<file path="src/rtl/iom_pkg.sv">
// Shared types and constants of the inver-over move engine.
// Used by every module of the block; depends on nothing else.
`timescale 1ns / 1ps

package iom_pkg;

    // default tour capacity
    localparam int DEF_MAX_CITIES = 256;

    // field widths
    localparam int CMD_W   = 2;
    localparam int CITY_W  = 8;
    localparam int CNT_W   = 9;
    localparam int DIST_W  = 16;
    localparam int DELTA_W = 18;
    localparam int ALU_W   = 19;

    // commands
    localparam logic [CMD_W-1:0] CMD_LOAD_TOUR = 2'd0;
    localparam logic [CMD_W-1:0] CMD_LOAD_DIST = 2'd1;
    localparam logic [CMD_W-1:0] CMD_MOVE      = 2'd2;
    localparam logic [CMD_W-1:0] CMD_READ_TOUR = 2'd3;

    // configuration register map
    localparam int                 APB_ADDR_W       = 3;
    localparam logic               REG_CITY_COUNT   = 1'b0;
    localparam logic [CNT_W-1:0]   CITY_COUNT_RESET = 9'd256;

    // target position reported when the city is not in the tour
    localparam logic [CITY_W-1:0] POS_NOT_FOUND = 8'hFF;

    // shared adder/subtractor
    localparam logic ALU_ADD = 1'b0;
    localparam logic ALU_SUB = 1'b1;

    typedef struct packed {
        logic                    op;
        logic signed [ALU_W-1:0] a;
        logic signed [ALU_W-1:0] b;
    } t_alu_req;

    typedef struct packed {
        logic signed [ALU_W-1:0] res;
        logic                    neg;
    } t_alu_rsp;

endpackage

</file>
<file path="src/rtl/iom_alu.sv">
// Shared add/subtract unit with sign flag.
// Depends on iom_pkg for the request and response structs.
`timescale 1ns / 1ps

module iom_alu (
    input  iom_pkg::t_alu_req i_req,
    output iom_pkg::t_alu_rsp o_rsp
);

    logic signed [iom_pkg::ALU_W-1:0] sum;

    always_comb begin
        if (i_req.op == iom_pkg::ALU_SUB) begin
            sum = i_req.a - i_req.b;
        end else begin
            sum = i_req.a + i_req.b;
        end
        o_rsp.res = sum;
        o_rsp.neg = sum[iom_pkg::ALU_W-1];
    end

endmodule

</file>
<file path="config.mk">
export PLATFORM = sky130hd
export DESIGN_NAME = iom_alu
export DESIGN_NICKNAME = d
export VERILOG_FILES = /design/src/rtl/iom_pkg.sv /design/src/rtl/iom_alu.sv
export SDC_FILE = /design/constraint.sdc
export NUM_CORES = 1
export LEC_CHECK = 0
export BUFFER_PORTS_ARGS = -buffer_cell sky130_fd_sc_hd__buf_2
export CORE_MARGIN = 2
export CORE_UTILIZATION = 50
export DETAILED_ROUTE_END_ITERATION = 10
export PLACE_DENSITY = 0.91
export SYNTH_ARGS = -nofsm -noshare
export SYNTH_HDL_FRONTEND = slang
export SYNTH_SLANG_ARGS = --single-unit
</file>
<file path="constraint.sdc">
create_clock -name vclk -period 3.9
set_clock_uncertainty 0.2 [all_clocks]
set_input_delay 0.195 -clock vclk [all_inputs]
set_output_delay 0.195 -clock vclk [all_outputs]
set_load 0.01 [all_outputs]
</file>
==> impl_metrics.prom <==
# TYPE chip_impl_metric gauge
chip_impl_metric{name="drt_pass1_iterations",unit=""} 4
chip_impl_metric{name="synthCells",unit=""} 182
chip_impl_metric{name="hold_viol",unit=""} 0
chip_impl_metric{name="globalplace.congestion",unit=""} 0.935
chip_impl_metric{name="p_leak",unit="nW"} 0.767
chip_impl_metric{name="vias",unit=""} 1514
chip_impl_metric{name="grt_antenna_before_repair",unit=""} 0
chip_impl_metric{name="die_h",unit="um"} 54.6
chip_impl_info{name="critical_path.slowest_cell",value="sky130_fd_sc_hd__or4_4"} 1
chip_impl_info{name="status",value="finished clean"} 1
chip_impl_metric{name="worst-path-max-fanout",unit=""} 6
chip_impl_metric{name="grt_first_pass_wirelength",unit="um"} 5260
chip_impl_metric{name="first_iter_violations",unit=""} 46
chip_impl_metric{name="required",unit="ns"} 3.50
chip_impl_metric{name="number_of_cells_after_detailed_placement",unit=""} 269
chip_impl_metric{name="fmax",unit="GHz"} 0.281
chip_impl_metric{name="power.total",unit="mW"} 0.389
chip_impl_info{name="worstHoldPathType",value="input port to primary output"} 1
chip_impl_metric{name="post-dp-hpwl",unit="um"} 2850
chip_impl_info{name="holdCritStartpoint",value="i_req[20]"} 1
chip_impl_metric{name="timing.max_cap.violations",unit=""} 0
chip_impl_metric{name="final_antenna_net_count",unit=""} 0
chip_impl_metric{name="seq_area",unit="um2"} 0
chip_impl_info{name="worst_hold_path.endpoint",value="o_rsp[2]"} 1
chip_impl_metric{name="clkbuf_count",unit=""} 0
chip_impl_metric{name="share_of_cell_area_taken_by_muxes_after_synthesis",unit=""} 0.00780
chip_impl_metric{name="die_area",unit="mm2"} 0.00299
chip_impl_metric{name="yosysUniqueCellTypes",unit=""} 43
chip_impl_metric{name="worst_ir_drop_vdd",unit="mV"} 0.184
chip_impl_info{name="worstPathCellList",value="buf_2, or4_4, or4_4, and2b_2, a21oi_1, xnor2_1, ha_1, a21o_1, a21o_1, a221oi_1, xnor2_1, buf_2"} 1
chip_impl_metric{name="postPlaceCellArea",unit="mm2"} 0.00161
chip_impl_metric{name="p_per_area",unit="mW/mm2"} 241
chip_impl_metric{name="post-route-period-util",unit=""} 0.911
chip_impl_metric{name="wirelength",unit="um"} 3250
chip_impl_metric{name="number_of_inserted_diodes",unit=""} 0
chip_impl_metric{name="hold_buf_cts",unit=""} 0
chip_impl_metric{name="max_stage_delay",unit="ns"} 0.55
chip_impl_metric{name="grt_max_degree",unit=""} 19
chip_impl_metric{name="layout.sequential_cells",unit=""} 0
chip_impl_metric{name="met3RoutedLength",unit="um"} 239
chip_impl_metric{name="period_needed",unit="ns"} 3.55
chip_impl_metric{name="maxSlewHeadroom",unit=""} 0.520
chip_impl_metric{name="synth-compound-area-share",unit=""} 0.294
chip_impl_info{name="rsz_0062_raised_after_global_routing",value="false"} 1
chip_impl_metric{name="placeableCoreArea",unit="mm2"} 0.00245
chip_impl_metric{name="syn-cell-area",unit="mm2"} 0.00128
chip_impl_metric{name="yosys.area.top_type_share",unit=""} 0.185
chip_impl_metric{name="grt_overflow",unit=""} 0
chip_impl_metric{name="sequential_fraction_of_the_synthesis_area",unit=""} 0
chip_impl_metric{name="drive_above_1_share",unit=""} 0.297
chip_impl_metric{name="final-instance-count-excl-fill",unit=""} 269
chip_impl_metric{name="area_growth_syn_to_layout",unit="%"} 25.7
chip_impl_metric{name="finalSetupTns",unit="ns"} 0
chip_impl_metric{name="synthesis.area_per_instance",unit="um2"} 7.05
chip_impl_metric{name="start_util",unit=""} 0.522
chip_impl_info{name="synth.area.top_cells",value="sky130_fd_sc_hd__ha_1 19%, sky130_fd_sc_hd__xnor2_1 18%, sky130_fd_sc_hd__a21oi_1 9.8%"} 1
chip_impl_metric{name="yosysWarningCount",unit=""} 0
chip_impl_metric{name="synth-adder-area-share",unit=""} 0.201
chip_impl_metric{name="xor_xnor_portion_of_the_synthesized_cell_area",unit=""} 0.224
chip_impl_metric{name="post_drt_wl_per_cell",unit="um"} 12.1
chip_impl_metric{name="post_cts_setup_buffer_count",unit=""} 0
chip_impl_metric{name="wl_met2",unit="um"} 1520
chip_impl_metric{name="die_width",unit="um"} 54.6
chip_impl_info{name="criticalPathCategory",value="input port to primary output"} 1
chip_impl_metric{name="cp_data_arrival_time",unit="ns"} 3.16
chip_impl_metric{name="cts.repair.resized",unit=""} 0
chip_impl_info{name="netlist.top_cell.by_area",value="sky130_fd_sc_hd__ha_1"} 1
chip_impl_info{name="synth_top_family_by_area",value="compound AO/OA/AOI/OAI gates"} 1
chip_impl_metric{name="fin_worst_hold_slack",unit="ns"} 0.593
chip_impl_metric{name="post_synth_and_or_nand_nor_area_fraction",unit=""} 0.226
chip_impl_info{name="routed.top_layer",value="met4"} 1
chip_impl_metric{name="first_global_vias",unit=""} 1291
chip_impl_metric{name="drc",unit=""} 0
chip_impl_metric{name="top_level_ports",unit=""} 59
chip_impl_metric{name="worst-slew-pin-transition",unit="ns"} 0.709
chip_impl_metric{name="setup_viol",unit=""} 0
chip_impl_info{name="crit_path_start_kind",value="input port"} 1
chip_impl_metric{name="globalRouteTotalUtil",unit=""} 0.227
chip_impl_metric{name="drt_via_density",unit=""} 5.63
chip_impl_metric{name="postSynthNetCount",unit=""} 241
chip_impl_metric{name="final_max_slew_viol_count",unit=""} 0
chip_impl_info{name="end_kind",value="primary output"} 1
chip_impl_metric{name="fin_nets",unit=""} 300
chip_impl_metric{name="number_of_inserted_filler_cells_in_the_final_layout",unit=""} 220
chip_impl_metric{name="core.rowCount",unit=""} 18
chip_impl_metric{name="stdcell_area",unit="mm2"} 0.00161
chip_impl_metric{name="worst_hold_path.num_cells",unit=""} 3
chip_impl_metric{name="detail_route.wirelength.met1",unit="um"} 1440
chip_impl_metric{name="port-buffer-count",unit=""} 59
==> worst max path at each step <==
| stage | start | endpoint | slack, ns | cells past startpoint |
|---|---|---|---|---|
| after floorplan | i_req[4] | o_rsp[19] | 0.47 | 11 |
| after global placement | i_req[10] | o_rsp[0] | 0.40 | 12 |
| after detailed placement | i_req[10] | o_rsp[0] | 0.34 | 12 |
| after CTS | i_req[10] | o_rsp[0] | 0.35 | 12 |
| after global routing | i_req[10] | o_rsp[19] | 0.15 | 12 |
| final | i_req[10] | o_rsp[0] | 0.35 | 12 |
==> report_power, final <==
part | internal, mW | total, mW | switching (mW)
clock network | 0 | 0 | 0
registers | 0 | 0 | 0
logic | 0.178 | 0.389 | 0.211
total | 0.178 | 0.389 | 0.211
==> metrics by stage <==
step / util / setup slack, ns
finish: 0.656 / 0.346
global route: 0.656 / 0.148
CTS: 0.656 / 0.347
detailed placement: 0.656 / 0.345
global placement: 0.656 / 0.395
floorplan: - / 0.474
==> area by class of cell <==
class	count	area, um2	area share
Tap cell	30	37.5	0.0233
Multi-Input combinational cell	167	1220	0.759
Inverter	11	41.3	0.0256
Timing Repair Buffer	61	310	0.193
==> per-layer routing <==
metal	vias up	track usage
met5	-	0
met2	64	0.377
met4	0	0.0375
met1	663	0.331
met3	6	0
li1	781	-
==> logic make-up (layout without fill, tap and decap cells) <==
group	Yosys count	after routing
compound gates	61	61
simple gates	53	53
xor+xnor	32	32
fa+ha+maj	20	20
buf+inv	15	72
mux	1	1
==> Yosys cell counts <==
master / n
sky130_fd_sc_hd__xnor2_1: 27
sky130_fd_sc_hd__a21oi_1: 25
sky130_fd_sc_hd__ha_1: 19
sky130_fd_sc_hd__nor2_1: 17
sky130_fd_sc_hd__inv_1: 11
sky130_fd_sc_hd__nand2_1: 9
sky130_fd_sc_hd__o21ai_0: 9
sky130_fd_sc_hd__nor3_1: 7
sky130_fd_sc_hd__a31oi_1: 5
sky130_fd_sc_hd__a21o_1: 4
sky130_fd_sc_hd__xor2_1: 4
sky130_fd_sc_hd__nor2b_1: 3
sky130_fd_sc_hd__o21a_1: 3
sky130_fd_sc_hd__or4_4: 3
sky130_fd_sc_hd__clkbuf_1: 2
sky130_fd_sc_hd__nand2b_1: 2
sky130_fd_sc_hd__nand3_1: 2
sky130_fd_sc_hd__nand4_1: 2
sky130_fd_sc_hd__o211ai_1: 2
sky130_fd_sc_hd__o21bai_1: 2
sky130_fd_sc_hd__o31ai_1: 2
sky130_fd_sc_hd__a211o_1: 1
sky130_fd_sc_hd__a211oi_1: 1
sky130_fd_sc_hd__a221oi_1: 1
sky130_fd_sc_hd__a31oi_2: 1
sky130_fd_sc_hd__and2b_2: 1
sky130_fd_sc_hd__and3_1: 1
sky130_fd_sc_hd__and4_1: 1
sky130_fd_sc_hd__buf_1: 1
sky130_fd_sc_hd__buf_4: 1
sky130_fd_sc_hd__fa_1: 1
sky130_fd_sc_hd__mux2i_1: 1
sky130_fd_sc_hd__nor2b_4: 1
sky130_fd_sc_hd__nor3b_2: 1
sky130_fd_sc_hd__nor4_1: 1
sky130_fd_sc_hd__o21ai_1: 1
sky130_fd_sc_hd__o21ai_2: 1
sky130_fd_sc_hd__o221ai_1: 1
sky130_fd_sc_hd__o311ai_1: 1
sky130_fd_sc_hd__o31a_1: 1
sky130_fd_sc_hd__or2_2: 1
sky130_fd_sc_hd__or4_1: 1
sky130_fd_sc_hd__xnor2_2: 1
==> critical path: cells and delay by family <==
family | cells | cell delay (ns)
simple gates | 3 | 1.26
compound gates | 4 | 0.73
fa+ha+maj | 1 | 0.37
xor+xnor | 2 | 0.32
buf+inv | 2 | 0.28
==> cells in the final DEF (no fill, tap or decap), types with 2 or more instances in the layout <==
cell type,n
sky130_fd_sc_hd__buf_2,59
sky130_fd_sc_hd__o21bai_1,2
sky130_fd_sc_hd__a21o_1,4
sky130_fd_sc_hd__o21ai_0,9
sky130_fd_sc_hd__nand3_1,2
sky130_fd_sc_hd__nor3_1,7
sky130_fd_sc_hd__nand2_1,9
sky130_fd_sc_hd__o31ai_1,2
sky130_fd_sc_hd__a21oi_1,25
sky130_fd_sc_hd__a31oi_1,5
sky130_fd_sc_hd__or4_4,3
sky130_fd_sc_hd__nand2b_1,2
sky130_fd_sc_hd__inv_1,11
sky130_fd_sc_hd__nor2_1,17
sky130_fd_sc_hd__nor2b_1,3
sky130_fd_sc_hd__nand4_1,2
sky130_fd_sc_hd__ha_1,19
sky130_fd_sc_hd__o211ai_1,2
sky130_fd_sc_hd__buf_4,2
sky130_fd_sc_hd__xor2_1,4
sky130_fd_sc_hd__xnor2_1,27
sky130_fd_sc_hd__o21a_1,3
Power figures use the tool's default switching activity.
