`config.mk`:
```
export PLATFORM = sky130hd
export DESIGN_NAME = iom_cfg
export DESIGN_NICKNAME = d
export VERILOG_FILES = /design/src/rtl/iom_pkg.sv /design/src/rtl/iom_cfg.sv
export SDC_FILE = /design/constraint.sdc
export NUM_CORES = 1
export LEC_CHECK = 0
export BUFFER_PORTS_ARGS = -buffer_cell sky130_fd_sc_hd__buf_2
export CAP_MARGIN = 20
export CELL_PAD_IN_SITES_DETAIL_PLACEMENT = 0
export CELL_PAD_IN_SITES_GLOBAL_PLACEMENT = 1
export CORE_ASPECT_RATIO = 0.75
export CORE_UTILIZATION = 20
export DETAILED_ROUTE_END_ITERATION = 8
export GPL_TIMING_DRIVEN = 1
export PLACE_DENSITY = 0.89
export SYNTH_ARGS = -nofsm -noshare
export SYNTH_HDL_FRONTEND = slang
export SYNTH_SLANG_ARGS = --single-unit
```
`constraint.sdc`:
```
create_clock -name i_clk -period 1.1 [get_ports i_clk]
set_input_delay 0.11 -clock i_clk [delete_from_list [all_inputs] [get_ports i_clk]]
set_output_delay 0.11 -clock i_clk [all_outputs]
set_load 0.05 [all_outputs]
```
`src/rtl/iom_pkg.sv`:
```
// Shared types and constants of the inver-over move engine.
// Used by every module of the block; depends on nothing else.
`timescale 1ns / 1ps

package iom_pkg;

    // default tour capacity
    localparam int DEF_MAX_CITIES = 256;

    // field widths
    localparam int CMD_W   = 2;
    localparam int CITY_W  = 8;
    localparam int CNT_W   = 9;
    localparam int DIST_W  = 16;
    localparam int DELTA_W = 18;
    localparam int ALU_W   = 19;

    // commands
    localparam logic [CMD_W-1:0] CMD_LOAD_TOUR = 2'd0;
    localparam logic [CMD_W-1:0] CMD_LOAD_DIST = 2'd1;
    localparam logic [CMD_W-1:0] CMD_MOVE      = 2'd2;
    localparam logic [CMD_W-1:0] CMD_READ_TOUR = 2'd3;

    // configuration register map
    localparam int                 APB_ADDR_W       = 3;
    localparam logic               REG_CITY_COUNT   = 1'b0;
    localparam logic [CNT_W-1:0]   CITY_COUNT_RESET = 9'd256;

    // target position reported when the city is not in the tour
    localparam logic [CITY_W-1:0] POS_NOT_FOUND = 8'hFF;

    // shared adder/subtractor
    localparam logic ALU_ADD = 1'b0;
    localparam logic ALU_SUB = 1'b1;

    typedef struct packed {
        logic                    op;
        logic signed [ALU_W-1:0] a;
        logic signed [ALU_W-1:0] b;
    } t_alu_req;

    typedef struct packed {
        logic signed [ALU_W-1:0] res;
        logic                    neg;
    } t_alu_rsp;

endpackage

```
`src/rtl/iom_cfg.sv`:
```
// APB register block holding the city count register.
// Depends on iom_pkg for the register map and reset value.
`timescale 1ns / 1ps

module iom_cfg (
    input  logic                           i_clk,
    input  logic                           i_rst_n,
    input  logic                           psel,
    input  logic                           penable,
    input  logic                           pwrite,
    input  logic [iom_pkg::APB_ADDR_W-1:0] paddr,
    input  logic [31:0]                    pwdata,
    output logic [31:0]                    prdata,
    output logic                           pready,
    output logic [iom_pkg::CNT_W-1:0]      o_city_count
);

    logic [iom_pkg::CNT_W-1:0] r_city_count;
    logic                      sel_cc;

    assign sel_cc = (paddr[2] == iom_pkg::REG_CITY_COUNT);
    assign pready = 1'b1;

    always_ff @(posedge i_clk) begin
        if (!i_rst_n) begin
            r_city_count <= iom_pkg::CITY_COUNT_RESET;
        end else if (psel && penable && pwrite && sel_cc) begin
            r_city_count <= pwdata[iom_pkg::CNT_W-1:0];
        end
    end

    always_comb begin
        if (sel_cc) begin
            prdata = {{(32 - iom_pkg::CNT_W){1'b0}}, r_city_count};
        end else begin
            prdata = 32'd0;
        end
    end

    assign o_city_count = r_city_count;

endmodule

```
==> flow_metrics.env, run 1 <==
export IMPL_detail_route_wl_per_cell_um=7.99
export IMPL_die_area_mm2=0.00343
export IMPL_min_from="pwdata[5]"
export IMPL_ys_types=11
export IMPL_drt_met1_wl_um=512
export IMPL_fin_crit_sh_pct=95.0
export IMPL_ir_drop_mv=0.381
export IMPL_clk_pin_slew_ps=40
export IMPL_core_mm2=0.00300
export IMPL_r2r_end="o_city_count[8]"
export IMPL_portBuffers=32
export IMPL_leakagePower_uw=0.000440
export IMPL_root_buffer="clkbuf_8"
export IMPL_drt_wl_total_mm=1.16
export IMPL_critPathRequiredTime_ps=990
export IMPL_layoutNonFillerInstCount=145
export IMPL_antenna_found_initial=0
export IMPL_largest_reg_flops=9
export IMPL_drtIter0Drc=8
export IMPL_skew_ps=0
export IMPL_cp_end_kind="output port"
export IMPL_clockBufferDepth=2
export IMPL_syn_to_final_growth_pct=26.4
export IMPL_worst_r2r_path_depth=2
export IMPL_arrival_ps=930
export IMPL_synth_seq_cells=9
export IMPL_status="finished clean"
export IMPL_final_cell_mix="31 x buf_2, 24 x conb_1, 16 x nand2_1"
export IMPL_r2r_slack_ps=510
export IMPL_setup_viol=0
export IMPL_finish_utilization_pct=27.0
export IMPL_path_class="flop to output port"
export IMPL_vias_per_cell=3.32
export IMPL_reg2reg_from="o_city_count[8]"
export IMPL_postRouteAntennaNets=0
export IMPL_drcViolationCount=0
export IMPL_final_layout_size_suffix_gt1_share_pct=50.5
export IMPL_initial_utilization_pct=21.3
export IMPL_finalHoldViolations=0
export IMPL_final_common_cell="buf_2"
export IMPL_die_w_um=67.3
export IMPL_grt_first_pass_wirelength_mm=1.62
export IMPL_grt_max_degree=19
export IMPL_dp_hpwl_um=945
export IMPL_place_gp_congestion=0.641
export IMPL_ios=82
export IMPL_ys_seq_area_share_pct=28.2
export IMPL_numCtsBuffers=3
export IMPL_cts_setup_buffers=0
export IMPL_hold_path_class="input pin to flop"
export IMPL_grt_pass1_vias=373
export IMPL_avgSynthCellArea_um2=8.52
export IMPL_fill_cells=338
export IMPL_cts_htree_levels=1
export IMPL_finalMaxSlewViolations=0
export IMPL_final_nets=148
export IMPL_maxCapViolations=0
export IMPL_rows=17
export IMPL_power_density_mw_per_mm2=1260
export IMPL_hold_depth=3
export IMPL_numClockSinks=9
export IMPL_period_minus_slack_ps=1040
export IMPL_holdPathEnd="o_city_count[5]"
export IMPL_cts_hold_buf=0
export IMPL_finalInstanceArea_um2=808
export IMPL_ys_warn_count=0
export IMPL_ctsResizeCount=0
export IMPL_critPathMaxFanout=3
export IMPL_startpoint_type="flop"
export IMPL_vias=482
export IMPL_max_freq_ghz=0.957
export IMPL_fin_tns_setup_ps=0
export IMPL_dpl_cell_count=141
export IMPL_dpl_cell_area_um2=761
export IMPL_cts_tree="built"
export IMPL_dr_max_layer_used="met4"
export IMPL_grt_util_all_layers_pct=6.84
export IMPL_first_pass_iters=2
export IMPL_diodes=0
export IMPL_route_met2_wl_um=534
export IMPL_clk_latency_ps=230
export IMPL_die_h_um=51.0
export IMPL_syn_inst=75
export IMPL_grt_setup_unrepaired="no"
export IMPL_globalRoute_totalOverflow=0
export IMPL_dr_wl_met3_um=93
export IMPL_syn_area_um2=639
export IMPL_power_total_uw=1020
worst max-delay path by stage:
stage / startpoint / to / slack (ps) / cells after the start
after global placement: paddr[2] / o_city_count[2] / 110 / 4
after CTS: o_city_count[8] / prdata[8] / 40 / 2
after detailed placement: paddr[2] / o_city_count[6] / 100 / 4
after global routing: o_city_count[1] / prdata[1] / 4 / 2
final: o_city_count[8] / prdata[8] / 60 / 2
after floorplan: o_city_count[8] / prdata[8] / 160 / 1
report_power, final:
| part | internal (µW) | switching, µW |
|---|---|---|
| sequential | 336 | 4.87 |
| combinational | 48.5 | 259 |
| clock | 251 | 117 |
final cells by class:
cell class                      count  area [µm²]  area share [%]
Clock buffer                        4        45.0            5.57
Timing Repair Buffer               33         183            22.6
Multi-Input combinational cell     61         342            42.3
Sequential cell                     9         191            23.7
Tap cell                           38        47.5            5.88
metrics by stage:
step | worst slack, ps | hold slack, ps
floorplan | 164 | 245
global placement | 110 | 353
detailed placement | 96.0 | 359
CTS | 42.9 | 118
global route | 3.60 | 124
finish | 55.2 | 121
routing by layer:
metal,vias up,GRT usage [%]
met5,-,0
li1,247,-
met1,205,7.21
met4,0,3.19
met3,2,3.79
met2,28,11.0
kinds of logic (layout without fill, tap and decap cells):
kind of cell	Yosys count	after routing	share of synthesized area (%)
flops	9	9	28.2
mux	9	9	14.1
simple gates	28	28	25.2
other cells	2	24	1.17
buf+inv	27	37	31.3
cell usage after synthesis:
cell type | instances | area share [%]
and2b_2 | 9 | 12
and4b_1 | 1 | 1.6
buf_2 | 1 | 0.78
buf_4 | 24 | 28
buf_6 | 1 | 1.8
clkbuf_1 | 1 | 0.59
conb_1 | 2 | 1.2
dfxtp_1 | 9 | 28
mux2i_1 | 9 | 14
nand2_1 | 16 | 9.4
nor2b_1 | 2 | 2.0
worst max-delay path: stages, from the launching register on:
cell     delay [ps]
dfxtp_2         330
and2b_2         130
buf_2           250
Power figures use the tool's default switching activity.
==> inputs of run 2 (changes only) <==
--- a/config.mk
+++ b/config.mk
@@ -10,10 +10,10 @@
 export CELL_PAD_IN_SITES_DETAIL_PLACEMENT = 0
 export CELL_PAD_IN_SITES_GLOBAL_PLACEMENT = 1
 export CORE_ASPECT_RATIO = 0.75
-export CORE_UTILIZATION = 20
+export CORE_UTILIZATION = 19
 export DETAILED_ROUTE_END_ITERATION = 8
 export GPL_TIMING_DRIVEN = 1
-export PLACE_DENSITY = 0.89
+export PLACE_DENSITY = 0.86
 export SYNTH_ARGS = -nofsm -noshare
 export SYNTH_HDL_FRONTEND = slang
 export SYNTH_SLANG_ARGS = --single-unit
==> constraint.sdc (replaced) <==
create_clock -name i_clk -period 1.2 [get_ports i_clk]
set_input_delay 0.12 -clock i_clk [delete_from_list [all_inputs] [get_ports i_clk]]
set_output_delay 0.12 -clock i_clk [all_outputs]
set_load 0.05 [all_outputs]
==> run 2 against run 1 <==
Global-route usage is 0.099 points higher. Hold slack improved by 18 ps. Die area rose by 5.1%. Final area is 1.7% lower. Sequential cell count stayed put. Largest cell class unchanged. Utilization down 1.0 points. Critical path depth unchanged. Non-clock buffer count unchanged. Sequential share of layout area decreased by 1.0 points. Via count is 1.0% higher. Routed wire length increased by 4.1%.
==> flow_metrics.env, run 2 (synthesis results as in run 1) <==
export IMPL_grt_setup_unrepaired="no"
export IMPL_clk_latency_ps=230
export IMPL_critPathMaxFanout=3
export IMPL_finish_utilization_pct=25.9
export IMPL_fill_cells=348
export IMPL_multi_input_area_um2=342
export IMPL_startpoint_type="flop"
export IMPL_syn_to_final_growth_pct=24.3
export IMPL_maxCapViolations=0
export IMPL_globalRoute_totalOverflow=0
export IMPL_rows=17
export IMPL_numClockSinks=9
export IMPL_critPathRequiredTime_ps=1080
export IMPL_numCtsBuffers=3
export IMPL_final_cell_mix="32 x buf_2, 24 x conb_1, 16 x nand2_1"
export IMPL_ios=82
export IMPL_skew_ps=0
export IMPL_r2r_slack_ps=600
export IMPL_cts_hold_buf=0
export IMPL_clockBufferDepth=2
export IMPL_die_h_um=52.2
export IMPL_status="finished clean"
export IMPL_path_class="flop to output port"
export IMPL_grt_max_degree=19
export IMPL_final_nets=148
export IMPL_first_pass_iters=3
export IMPL_final_layout_size_suffix_gt1_share_pct=42.1
export IMPL_ff_latch_area_um2=180
export IMPL_hold_path_class="input pin to flop"
export IMPL_grt_util_all_layers_pct=6.94
export IMPL_setup_ws_ps=116
export IMPL_fin_crit_sh_pct=90.3
export IMPL_root_buffer="clkbuf_8"
export IMPL_arrival_ps=960
export IMPL_cp_end_kind="output port"
export IMPL_drtIter0Drc=10
export IMPL_postRouteAntennaNets=0
export IMPL_largest_reg_flops=9
export IMPL_initial_utilization_pct=20.9
export IMPL_drcViolationCount=0
export IMPL_ir_drop_mv=0.529
export IMPL_die_area_mm2=0.00360
export IMPL_drt_wl_total_mm=1.21
export IMPL_setup_viol=0
export IMPL_leakagePower_uw=0.000437
export IMPL_vias_per_cell=3.36
export IMPL_power_density_mw_per_mm2=1170
export IMPL_dp_hpwl_um=969
export IMPL_place_gp_congestion=0.668
export IMPL_finalHoldViolations=0
export IMPL_max_freq_ghz=0.922
export IMPL_cts_tree="built"
export IMPL_cts_htree_levels=1
export IMPL_final_common_cell="buf_2"
export IMPL_finalMaxSlewViolations=0
export IMPL_detail_route_wl_per_cell_um=8.32
export IMPL_cts_setup_buffers=0
export IMPL_core_mm2=0.00306
export IMPL_period_minus_slack_ps=1080
export IMPL_portBuffers=32
export IMPL_antenna_found_initial=0
export IMPL_die_w_um=69.0
export IMPL_ctsResizeCount=0
export IMPL_vias=487
export IMPL_clk_pin_slew_ps=40
export IMPL_grt_first_pass_wirelength_mm=1.75
export IMPL_diodes=0
export IMPL_grt_pass1_vias=380
export IMPL_dpl_worst_slack_ps=181
export IMPL_fin_tns_setup_ps=0
-- run 2: layout make-up --
type | instances | share of cell area (%)
multi-input combinational | 61 | 43.0
timing repair buffer | 33 | 22.7
tap | 38 | 5.98
sequential | 9 | 22.7
clock buffer | 4 | 5.67
-- run 2: path summary, 6_finish.rpt --
| path | start | to | depth (start not counted) |
|---|---|---|---|
| min reg2reg | o_city_count[6] | o_city_count[6] | 2 |
| max reg2reg | o_city_count[8] | o_city_count[8] | 2 |
| min | pwdata[2] | o_city_count[2] | 3 |
| max | o_city_count[0] | prdata[0] | 2 |
-- run 2: report_power, final --
group	total (µW)	internal [µW]	switching (µW)
clock	334	230	104
combinational	282	44.1	238
sequential	311	307	4.39
total	928	581	346
-- run 2: through the flow --
stage | area, µm² | total power [µW] | hold slack [ps] | cells
2_1_floorplan | 722 | 619 | 262 | 97
3_3_place_gp | 749 | 599 | 370 | 141
3_5_place_dp | 749 | 599 | 373 | 141
4_1_cts | 795 | 947 | 134 | 145
5_1_grt | 795 | 976 | 135 | 145
6_report | 795 | 928 | 139 | 145
-- run 2: critical path, stage by stage, from the launching register on --
cell and delay [ps]:
dfxtp_1 340, and2b_2 140, buf_2 250
-- run 2: metal layers --
layer	vias up	global-route usage, %	wire (µm)
met2	26	11.3	550
met1	210	7.99	569
met3	2	3.26	68
li1	249	-	-
met5	-	0	0
met4	0	2.04	17
==> inputs of run 3 (changes only) <==
--- a/config.mk
+++ b/config.mk
@@ -9,7 +9,7 @@
 export CAP_MARGIN = 20
 export CELL_PAD_IN_SITES_DETAIL_PLACEMENT = 0
 export CELL_PAD_IN_SITES_GLOBAL_PLACEMENT = 1
-export CORE_ASPECT_RATIO = 0.75
+export CORE_ASPECT_RATIO = 0.7
 export CORE_UTILIZATION = 19
 export DETAILED_ROUTE_END_ITERATION = 8
 export GPL_TIMING_DRIVEN = 1
==> run 3 against run 2 <==
The run now ends with DRC left. Clock-buffer cell count unchanged. Combinational power about the same. Final area decreased by 1.6%. Setup slack got worse by 2.7 ps. Clock skew unchanged. Critical path type unchanged. Largest cell class unchanged. Largest power group unchanged.
==> flow_metrics.env, run 3 (synthesis results as in run 1) <==
export IMPL_status="complete, but fails checks"
export IMPL_violations="DRC"
export IMPL_drt_met1_wl_um=548
export IMPL_globalRoute_totalOverflow=0
export IMPL_cts_hold_buf=0
export IMPL_cts_htree_levels=1
export IMPL_crit_buf_inv=1
export IMPL_finish_utilization_pct=24.7
export IMPL_drcViolationCount=2
export IMPL_vias=466
export IMPL_seqPwrFrac_pct=33.2
export IMPL_dr_max_layer_used="met4"
export IMPL_final_layout_size_suffix_gt1_share_pct=42.1
export IMPL_ir_drop_mv=0.420
export IMPL_route_met2_wl_um=544
export IMPL_arrival_ps=970
export IMPL_clockBufferDepth=2
export IMPL_fin_crit_sh_pct=90.6
export IMPL_detail_route_wl_per_cell_um=8.23
export IMPL_dp_hpwl_um=948
export IMPL_skew_ps=0
export IMPL_multi_input_area_um2=342
export IMPL_r2r_slack_ps=590
export IMPL_netSwitchingFraction_pct=38.1
export IMPL_grt_max_degree=19
export IMPL_die_area_mm2=0.00360
export IMPL_maxCapViolations=0
export IMPL_power_density_mw_per_mm2=1200
export IMPL_antenna_found_initial=0
export IMPL_finalMaxSlewViolations=0
export IMPL_critPathRequiredTime_ps=1080
export IMPL_final_nets=148
export IMPL_dpl_cell_count=141
export IMPL_dr_wl_met3_um=85
export IMPL_clk_pin_slew_ps=40
export IMPL_critPathMaxFanout=3
export IMPL_power_frac_clock_pct=36.9
export IMPL_leakagePower_uw=0.000434
export IMPL_setup_viol=0
export IMPL_hold_depth=3
export IMPL_path_cells="and2b_2 > buf_2"
export IMPL_max_freq_ghz=0.920
export IMPL_period_minus_slack_ps=1090
export IMPL_ff_latch_area_um2=180
export IMPL_clk_latency_ps=230
export IMPL_portBuffers=32
export IMPL_power_total_uw=936
export IMPL_fill_cells=355
export IMPL_first_pass_iters=5
export IMPL_cts_tree="built"
export IMPL_cpLargestDelayFamily="flip-flops"
export IMPL_fin_tns_setup_ps=0
export IMPL_cts_setup_buffers=0
export IMPL_startpoint_type="flop"
export IMPL_rows=17
export IMPL_combPwrFrac_pct=29.9
export IMPL_die_w_um=71.3
export IMPL_root_buffer="clkbuf_8"
export IMPL_cp_end_kind="output port"
export IMPL_largest_reg_flops=9
export IMPL_ios=82
export IMPL_vias_per_cell=3.21
export IMPL_diodes=0
export IMPL_numClockSinks=9
export IMPL_p_sw_uw=357
export IMPL_intPower_uw=580
export IMPL_cp_slowest_cell="dfxtp_1"
export IMPL_final_common_cell="buf_2"
export IMPL_path_class="flop to output port"
export IMPL_crit_cells=2
export IMPL_finalInstanceArea_um2=782
export IMPL_grt_setup_unrepaired="no"
export IMPL_final_cell_mix="32 x buf_2, 24 x conb_1, 16 x nand2_1"
export IMPL_drt_wl_total_mm=1.19
export IMPL_place_gp_congestion=0.590
export IMPL_ctsResizeCount=0
export IMPL_layoutNonFillerInstCount=145
export IMPL_grt_first_pass_wirelength_mm=1.71
export IMPL_drtIter0Drc=20
export IMPL_hold_path_class="input pin to flop"
export IMPL_finalHoldViolations=0
export IMPL_worst_r2r_path_depth=2
export IMPL_initial_utilization_pct=20.2
export IMPL_postRouteAntennaNets=0
export IMPL_dpl_cell_area_um2=737
export IMPL_worst_path_largest_cell_delay_ps=350
export IMPL_grt_util_all_layers_pct=6.38
export IMPL_syn_to_final_growth_pct=22.3
export IMPL_core_mm2=0.00317
export IMPL_numCtsBuffers=3
export IMPL_grt_pass1_vias=361
export IMPL_die_h_um=50.5
[run 3: cell counts in the layout (fill, tap and decap cells not counted)]
Identical to the previous run, type by type.
[run 3: layout make-up]
| class | count | area share, % |
|---|---|---|
| timing repair buffer | 33 | 21.4 |
| multi-input combinational | 61 | 43.7 |
| tap | 38 | 6.08 |
| sequential | 9 | 23.0 |
| clock buffer | 4 | 5.76 |
[run 3: path summary, 6_finish.rpt]
check	start	endpoint
max	o_city_count[8]	prdata[8]
max reg2reg	o_city_count[8]	o_city_count[8]
min	pwdata[6]	o_city_count[6]
min reg2reg	o_city_count[2]	o_city_count[2]
[run 3: per-stage QoR]
stage                     hold slack (ps)  worst slack (ps)
final                                 136               113
after global routing                  137              57.8
after CTS                             132              94.6
after detailed placement              375               148
after global placement                372               175
after floorplan                       262              69.9
[run 3: layer usage]
| metal | track usage (%) | vias up |
|---|---|---|
| met3 | 2.61 | 2 |
| met2 | 9.84 | 24 |
| met1 | 8.08 | 193 |
| met5 | 0 | - |
| li1 | - | 247 |
| met4 | 2.00 | 0 |
[run 3: power groups by stage]
stage | Sequential (µW) | Combinational (µW) | Clock (µW)
2_1_floorplan | 339 | 280 | 0
3_3_place_gp | 316 | 280 | 0
3_5_place_dp | 317 | 281 | 0
4_1_cts | 311 | 281 | 360
5_1_grt | 311 | 293 | 374
6_report | 311 | 280 | 345
[run 3: worst min-delay path: cells and delay by family]
| family | cells | cell delay (ps) |
|---|---|---|
| and+or+nand+nor | 1 | 40 |
| muxes | 1 | 50 |
| buffers and inverters | 1 | 90 |
